--- config.mk ---
export PLATFORM = sky130hd
export DESIGN_NAME = tss_muldiv
export DESIGN_NICKNAME = d
export VERILOG_FILES = /design/src/rtl/core/tss_pkg.sv /design/src/rtl/core/tss_muldiv.sv
export SDC_FILE = /design/constraint.sdc
export NUM_CORES = 2
export LEC_CHECK = 0
export BUFFER_PORTS_ARGS = -buffer_cell sky130_fd_sc_hd__buf_4
export CAP_MARGIN = 15
export CELL_PAD_IN_SITES_DETAIL_PLACEMENT = 0
export CELL_PAD_IN_SITES_GLOBAL_PLACEMENT = 2
export CORE_ASPECT_RATIO = 0.75
export CORE_MARGIN = 8
export CORE_UTILIZATION = 37
export CTS_BUF_LIST = sky130_fd_sc_hd__clkbuf_8
export DETAILED_ROUTE_END_ITERATION = 8
export GPL_TIMING_DRIVEN = 0
export MAX_ROUTING_LAYER = met4
export PLACE_DENSITY_LB_ADDON = 0.1
export SLEW_MARGIN = 10
export SYNTH_ARGS = -nofsm -noshare
export SYNTH_HDL_FRONTEND = slang
export SYNTH_SLANG_ARGS = --single-unit
export TNS_END_PERCENT = 5
--- constraint.sdc ---
create_clock -name clk -period 19.3 [get_ports clk]
set_input_delay 1.93 -clock clk [delete_from_list [all_inputs] [get_ports clk]]
set_output_delay 1.93 -clock clk [all_outputs]
set_load 0.02 [all_outputs]
--- src/rtl/core/tss_pkg.sv ---
// Package for the tridiagonal system solver core: beat types, state encodings,
// fixed-point constants and the saturating subtract. No dependencies.
package tss_pkg;

    localparam int DW           = 48;
    localparam int IDX_W        = 6;
    localparam int MAX_ROWS_DEF = 64;

    localparam logic signed [DW-1:0] POS_MAX = {1'b0, {(DW-1){1'b1}}};
    localparam logic signed [DW-1:0] NEG_MAX = {1'b1, {(DW-1){1'b0}}};
    localparam logic signed [DW-1:0] Q_ONE   = 48'sd16777216;

    typedef struct packed {
        logic signed [DW-1:0] sub_diag;
        logic signed [DW-1:0] main_diag;
        logic signed [DW-1:0] super_diag;
        logic signed [DW-1:0] rhs_value;
        logic                 row_last;
    } in_beat_t;

    typedef struct packed {
        logic [IDX_W-1:0]     row_index;
        logic signed [DW-1:0] solution;
        logic                 singular;
        logic                 result_last;
    } out_beat_t;

    // Operands of one x*y/z request.
    typedef struct packed {
        logic                 start;
        logic signed [DW-1:0] x;
        logic signed [DW-1:0] y;
        logic signed [DW-1:0] z;
    } md_req_t;

    typedef struct packed {
        logic                 done;
        logic signed [DW-1:0] result;
        logic                 zero_div;
    } md_rsp_t;

    typedef enum logic [2:0] {
        M_IDLE,
        M_MUL,
        M_DIV,
        M_FIN,
        M_DONE
    } md_state_t;

    typedef enum logic [3:0] {
        S_IDLE,
        S_ERD,
        S_E1S,
        S_E1W,
        S_E2S,
        S_E2W,
        S_BRD,
        S_BS1,
        S_BW1,
        S_BS2,
        S_BW2,
        S_ORD,
        S_OUT
    } seq_state_t;

    // a - b, saturated to the 48-bit signed range.
    function automatic logic signed [DW-1:0] sub_sat(logic signed [DW-1:0] a,
                                                     logic signed [DW-1:0] b);
        logic signed [DW:0] diff;
        diff = {a[DW-1], a} - {b[DW-1], b};
        if (diff[DW] != diff[DW-1])
            sub_sat = diff[DW] ? NEG_MAX : POS_MAX;
        else
            sub_sat = diff[DW-1:0];
    endfunction

endpackage

--- src/rtl/core/tss_muldiv.sv ---
// Shared x*y/z unit: 48x48 product from four 24x24 partial products, then a
// restoring division one quotient bit per cycle, or a plain shift when the
// divisor is the Q24.24 unit. Depends on tss_pkg.
module tss_muldiv (
    input  logic             clk,
    input  logic             rst_n,
    input  tss_pkg::md_req_t req,
    output tss_pkg::md_rsp_t rsp
);

    localparam int DW = tss_pkg::DW;
    localparam int PW = 2 * DW;
    localparam int HW = DW / 2;
    localparam int FW = $clog2(tss_pkg::Q_ONE);

    tss_pkg::md_state_t state_reg, state_next;
    logic [DW-1:0]        ux_reg, ux_next, uy_reg, uy_next, uz_reg, uz_next;
    logic                 neg_reg, neg_next, over_reg, over_next, zdiv_reg, zdiv_next;
    logic                 sh_reg, sh_next;
    logic [PW-1:0]        prod_reg, prod_next;
    logic [DW-1:0]        rem_reg, rem_next, q_reg, q_next;
    logic [6:0]           cnt_reg, cnt_next;
    logic signed [DW-1:0] res_reg, res_next;

    logic [DW-1:0] mx, my, mz;
    logic [HW-1:0] pa, pb;
    logic [DW-1:0] pp;
    logic [PW-1:0] pp_sh, prod_sum;
    logic [DW:0]   rem_sh;
    logic          ge, neg_xy;

    always_ff @(posedge clk or negedge rst_n)
    begin
        if (!rst_n)
        begin
            state_reg <= tss_pkg::M_IDLE;
        end
        else
        begin
            state_reg <= state_next;
        end
    end

    always_ff @(posedge clk)
    begin
        ux_reg   <= ux_next;
        uy_reg   <= uy_next;
        uz_reg   <= uz_next;
        neg_reg  <= neg_next;
        over_reg <= over_next;
        zdiv_reg <= zdiv_next;
        sh_reg   <= sh_next;
        prod_reg <= prod_next;
        rem_reg  <= rem_next;
        q_reg    <= q_next;
        cnt_reg  <= cnt_next;
        res_reg  <= res_next;
    end

    always_comb
    begin
        mx     = req.x[DW-1] ? (~req.x + 1'b1) : req.x;
        my     = req.y[DW-1] ? (~req.y + 1'b1) : req.y;
        mz     = req.z[DW-1] ? (~req.z + 1'b1) : req.z;
        neg_xy = req.x[DW-1] ^ req.y[DW-1];

        pa = cnt_reg[1] ? ux_reg[DW-1:HW] : ux_reg[HW-1:0];
        pb = cnt_reg[0] ? uy_reg[DW-1:HW] : uy_reg[HW-1:0];
        pp = pa * pb;
        case ({1'b0, cnt_reg[1]} + {1'b0, cnt_reg[0]})
            2'd0:    pp_sh = {{DW{1'b0}}, pp};
            2'd1:    pp_sh = {{HW{1'b0}}, pp, {HW{1'b0}}};
            default: pp_sh = {pp, {DW{1'b0}}};
        endcase
        prod_sum = prod_reg + pp_sh;

        rem_sh = {rem_reg, prod_reg[PW-1]};
        ge     = rem_sh >= {1'b0, uz_reg};

        state_next = state_reg;
        ux_next    = ux_reg;
        uy_next    = uy_reg;
        uz_next    = uz_reg;
        neg_next   = neg_reg;
        over_next  = over_reg;
        zdiv_next  = zdiv_reg;
        sh_next    = sh_reg;
        prod_next  = prod_reg;
        rem_next   = rem_reg;
        q_next     = q_reg;
        cnt_next   = cnt_reg;
        res_next   = res_reg;
        rsp.done     = 1'b0;
        rsp.result   = res_reg;
        rsp.zero_div = zdiv_reg;

        unique case (state_reg)
            tss_pkg::M_IDLE:
            begin
                if (req.start)
                begin
                    ux_next   = mx;
                    uy_next   = my;
                    uz_next   = mz;
                    zdiv_next = 1'b0;
                    if (mx == '0 || my == '0)
                    begin
                        res_next   = '0;
                        zdiv_next  = (mz == '0);
                        state_next = tss_pkg::M_DONE;
                    end
                    else if (mz == '0)
                    begin
                        res_next   = neg_xy ? tss_pkg::NEG_MAX : tss_pkg::POS_MAX;
                        zdiv_next  = 1'b1;
                        state_next = tss_pkg::M_DONE;
                    end
                    else
                    begin
                        neg_next   = neg_xy ^ req.z[DW-1];
                        sh_next    = (mz == tss_pkg::Q_ONE);
                        prod_next  = '0;
                        cnt_next   = '0;
                        state_next = tss_pkg::M_MUL;
                    end
                end
            end
            tss_pkg::M_MUL:
            begin
                prod_next = prod_sum;
                cnt_next  = cnt_reg + 7'd1;
                if (cnt_reg == 7'd3)
                begin
                    cnt_next   = '0;
                    rem_next   = '0;
                    q_next     = '0;
                    over_next  = 1'b0;
                    state_next = tss_pkg::M_DIV;
                    if (sh_reg)
                    begin
                        // Dividing by the Q24.24 unit only drops the fraction bits.
                        q_next     = prod_sum[DW+FW-1:FW];
                        over_next  = |prod_sum[PW-1:DW+FW];
                        state_next = tss_pkg::M_FIN;
                    end
                end
            end
            tss_pkg::M_DIV:
            begin
                rem_next  = ge ? (rem_sh[DW-1:0] - uz_reg) : rem_sh[DW-1:0];
                q_next    = {q_reg[DW-2:0], ge};
                over_next = over_reg | q_reg[DW-1];
                prod_next = {prod_reg[PW-2:0], 1'b0};
                cnt_next  = cnt_reg + 7'd1;
                if (cnt_reg == 7'(PW - 1))
                begin
                    state_next = tss_pkg::M_FIN;
                end
            end
            tss_pkg::M_FIN:
            begin
                if (neg_reg)
                begin
                    if (over_reg || q_reg > {1'b1, {(DW-1){1'b0}}})
                        res_next = tss_pkg::NEG_MAX;
                    else
                        res_next = ~q_reg + 1'b1;
                end
                else
                begin
                    if (over_reg || q_reg[DW-1])
                        res_next = tss_pkg::POS_MAX;
                    else
                        res_next = q_reg;
                end
                state_next = tss_pkg::M_DONE;
            end
            tss_pkg::M_DONE:
            begin
                rsp.done   = 1'b1;
                state_next = tss_pkg::M_IDLE;
            end
            default:
            begin
                state_next = tss_pkg::M_IDLE;
            end
        endcase
    end

endmodule

==> reports/results.md <==
| Quantity | Reported |
|---|---|
| Number of setup violations in the final report | 0 |
| Die X-Extent | 434 µm |
| Gate count after technology mapping | 5,458 |
| Post-layout min period | 17,290 ps |
| WL/cell | 24.7 µm |
| Stage delay of the slowest cell on the critical path | 930 ps |
| Clk sinks | 398 |
| First-pass GRT wire length | 273 mm |
| Effective utilization at floorplan | 0.371 |
| Global-route total usage across every layer | 0.264 |
| Unique cell type count in the Yosys netlist | 83 |
| Share of cells above drive strength 1 | 0.0759 |
| Outcome | finished, final reports clean |
| Resize count post-CTS | 0 |
| Number of cells on the worst hold path | 2 |
| Average vias per placed instance | 5.51 |
| Kind of critical path | reg -> reg |
| Average cell area after synthesis | 8.89 µm² |
| DPL Wire Length | 155 mm |
| Final RePlAce weighted congestion | 0.962 |
| Count of max-cap constraint violations | 0 |
| I/O Buffers | 179 |
| Area added between synthesis and finish | 11.9% |
| Initial detailed-routing violation count | 3,874 |
| Vias in the first global route | 40.7k |
| Final critical-path share of the clock period | 0.896 |
| Clock transition at the registers of the reported paths | 70 ps |
| Fin. Hold Viols | 0 |
| Async SR Flop Fraction | 0.00754 |
| Most frequent CP cell | fa_1 |
| Number of top-level pins | 197 |
| WP data arrival | 17,750 ps |
| FMAX | 57.8 MHz |
| Number of warnings reported in the yosys synthesis log | 0 |
| Total via count in the routed design | 41.7k |
| Netlist area before placement | 48,500 µm² |
| Post-Syn Nets | 6,412 |
| Worst skew pair latency | 780 ps |
| Clock tree from TritonCTS | yes |
| Flip-flop cell with the highest count after synthesis | edfxtp_1 |
| Standard-cell rows | 115 |
| Die area | 143,000 µm² |
| Post-Route Utilization | 0.415 |
| Count of state elements after synthesis | 398 |
| TritonCTS Buffers | 76 |
| Pin count of the biggest net entering global routing | 44 |
| Startpoint Class | flop |
| Final WL | 187 mm |
| Critical path's slowest cell | o31ai_1 |
| Transition time of the tightest slew-check pin | 1260 ps |
| Initial antenna violation count | 8 |
| Core box area | 131,000 µm² |
| Grt total ovfl | 0 |
| Max-slew violation count | 0 |
| Sequential fraction of the synthesis area | 0.246 |
| Max FFs per register | 96 |
| Worst min-delay path category | reg -> reg |
| Post-synth EDFFs | 395 |
| Clock Path Buffers | 3 |
| Setup repair after global routing missed its margin | false |
| Required time at the endpoint of the critical path | 19,760 ps |
| Number of hold-repair buffers added at the cts stage | 0 |
| Setup TNS | 0 ps |
| Number of filler cells placed in the layout | 13.5k |
| Nature of the critical path endpoint | flop |
| Net count, final | 6,704 |
| Number of search-and-repair iterations in the first detailed-routing pass | 6 |
| Length in cells of the worst reg-to-reg path | 45 |
| CTS HTree Levels | 3 |
| Critical-path maximum fanout | 10 |
| Clock tree root driver cell | clkbuf_8 |
| Relative max-transition margin | 0.150 |
| Die height | 330 µm |
| Skew final | 50.2 ps |
| Post-CTS Setup Bufs | 0 |
| Count of nets left with antenna violations after detail routing | 0 |
| Number of design rule violations left after detail routing | 0 |
[kinds of logic after synthesis]
logic type	after synthesis	share of synthesized area
mux	95	0.0208
fa+ha+maj	807	0.283
flops	398	0.246
compound gates	1169	0.157
buf+inv	940	0.0736
simple gates	1728	0.161
xor+xnor	321	0.0580
[routing by layer]
metal | global-route usage | part of all wire | vias up
li1 | - | - | 19300
met1 | 0.419 | 0.52 | 20700
met2 | 0.335 | 0.38 | 1553
met3 | 0.0647 | 0.092 | 163
met4 | 0.0421 | 0.014 | 0
met5 | - | 0 | -
[critical path: cells and delay by family, from the launching register on]
family | cells | cell delay, ps
AO/OA/AOI/OAI | 13 | 4600
XOR/XNOR | 1 | 770
adder cells (fa/ha/maj) | 9 | 3840
buffers and inverters | 9 | 3120
flip-flops | 1 | 350
multiplexers | 1 | 770
AND/OR/NAND/NOR | 12 | 3510
[placed cells by master, fill, tap and decap left out, types with 21 or more instances in the layout]
cell type	synthesis	final
inv_1	664	680
nand2_1	678	677
nor2_1	510	510
fa_1	484	484
edfxtp_1	395	395
o21ai_0	327	326
ha_1	323	323
a21oi_1	267	267
clkbuf_1	251	251
xnor2_1	248	247
buf_4	2	187
a21o_1	117	117
a22o_1	114	114
nor3_1	88	88
clkbuf_8	0	79
xor2_1	73	73
nand4_1	57	57
nand3_1	56	56
and2_1	54	54
o31ai_1	50	50
mux2_2	47	47
or3_1	48	47
nand2b_1	44	44
nor2b_1	35	35
a211oi_1	36	35
a221oi_1	35	35
nor4_1	35	34
mux2i_1	48	33
or4_1	28	28
o21bai_1	27	27
a31oi_1	26	26
o211ai_1	25	25
buf_6	4	23
or2_2	21	21
[worst paths after layout]
check	start	to	slack, ps
setup / recovery	cnt_reg[1]	over_reg	2010
hold / removal	prod_reg[2]	prod_reg[3]	560
setup reg to reg	cnt_reg[1]	over_reg	2010
hold reg to reg	prod_reg[2]	prod_reg[3]	560
max in group asynchronous	rst_n	state_reg[2]	18240
min in group asynchronous	rst_n	state_reg[1]	960
[cells in the mapped netlist, types with 11 or more instances]
cell type  number  area [µm²]
edfxtp_1      395       11900
o211ai_1       25         188
fa_1          484        9690
mux2i_1        48         480
xor2_1         73         639
nor2_1        510        1910
nand2_1       678        2540
nand4_1        57         357
xnor2_1       248        2170
a21oi_1       267        1340
a221oi_1       35         307
or4_1          28         210
o21bai_1       27         203
or2_2          21         131
o22ai_1        11        68.8
and2_1         54         338
inv_1         664        2490
clkbuf_1      251         942
nand3_1        56         280
nor2b_1        35         219
buf_1          15        56.3
o21a_1         20         150
a211oi_1       36         270
o21ai_0       327        1640
a22o_1        114         998
o41ai_1        15         131
nor3b_1        14         105
mux2_2         47         529
a21o_1        117         878
a32oi_1        11        96.3
nor4_1         35         219
and3_1         19         119
o31ai_1        50         375
nand2b_1       44         275
or3_1          48         300
ha_1          323        4040
nor3_1         88         440
a31oi_1        26         163
[final cells by class]
type | instances | area, µm² | area share
Tap cell | 1755 | 2200 | 0.0405
Antenna cell | 2 | 5.00 | 0.0000923
Clock buffer | 79 | 1090 | 0.0200
Timing Repair Buffer | 214 | 1830 | 0.0337
Clock inverter | 60 | 493 | 0.00909
Sequential cell | 398 | 11900 | 0.220
Buffer | 275 | 1070 | 0.0198
Multi-Input combinational cell | 4120 | 33100 | 0.611
Inverter | 665 | 2500 | 0.0460
[stage by stage]
| stage | hold slack (ps) | cells | instance area, µm² | setup WS (ps) |
|---|---|---|---|---|
| after global placement | 549 | 7392 | 52000 | 1010 |
| final | 565 | 7568 | 54300 | 2010 |
| after global routing | 569 | 7567 | 54200 | 1460 |
| after floorplan | 529 | 5458 | 48500 | 5960 |
| after CTS | 546 | 7563 | 54200 | 2370 |
| after detailed placement | 555 | 7424 | 52600 | 2430 |
Power is not shown: default switching activity piles up to over one toggle a cycle in this logic, so the estimate is an artifact.
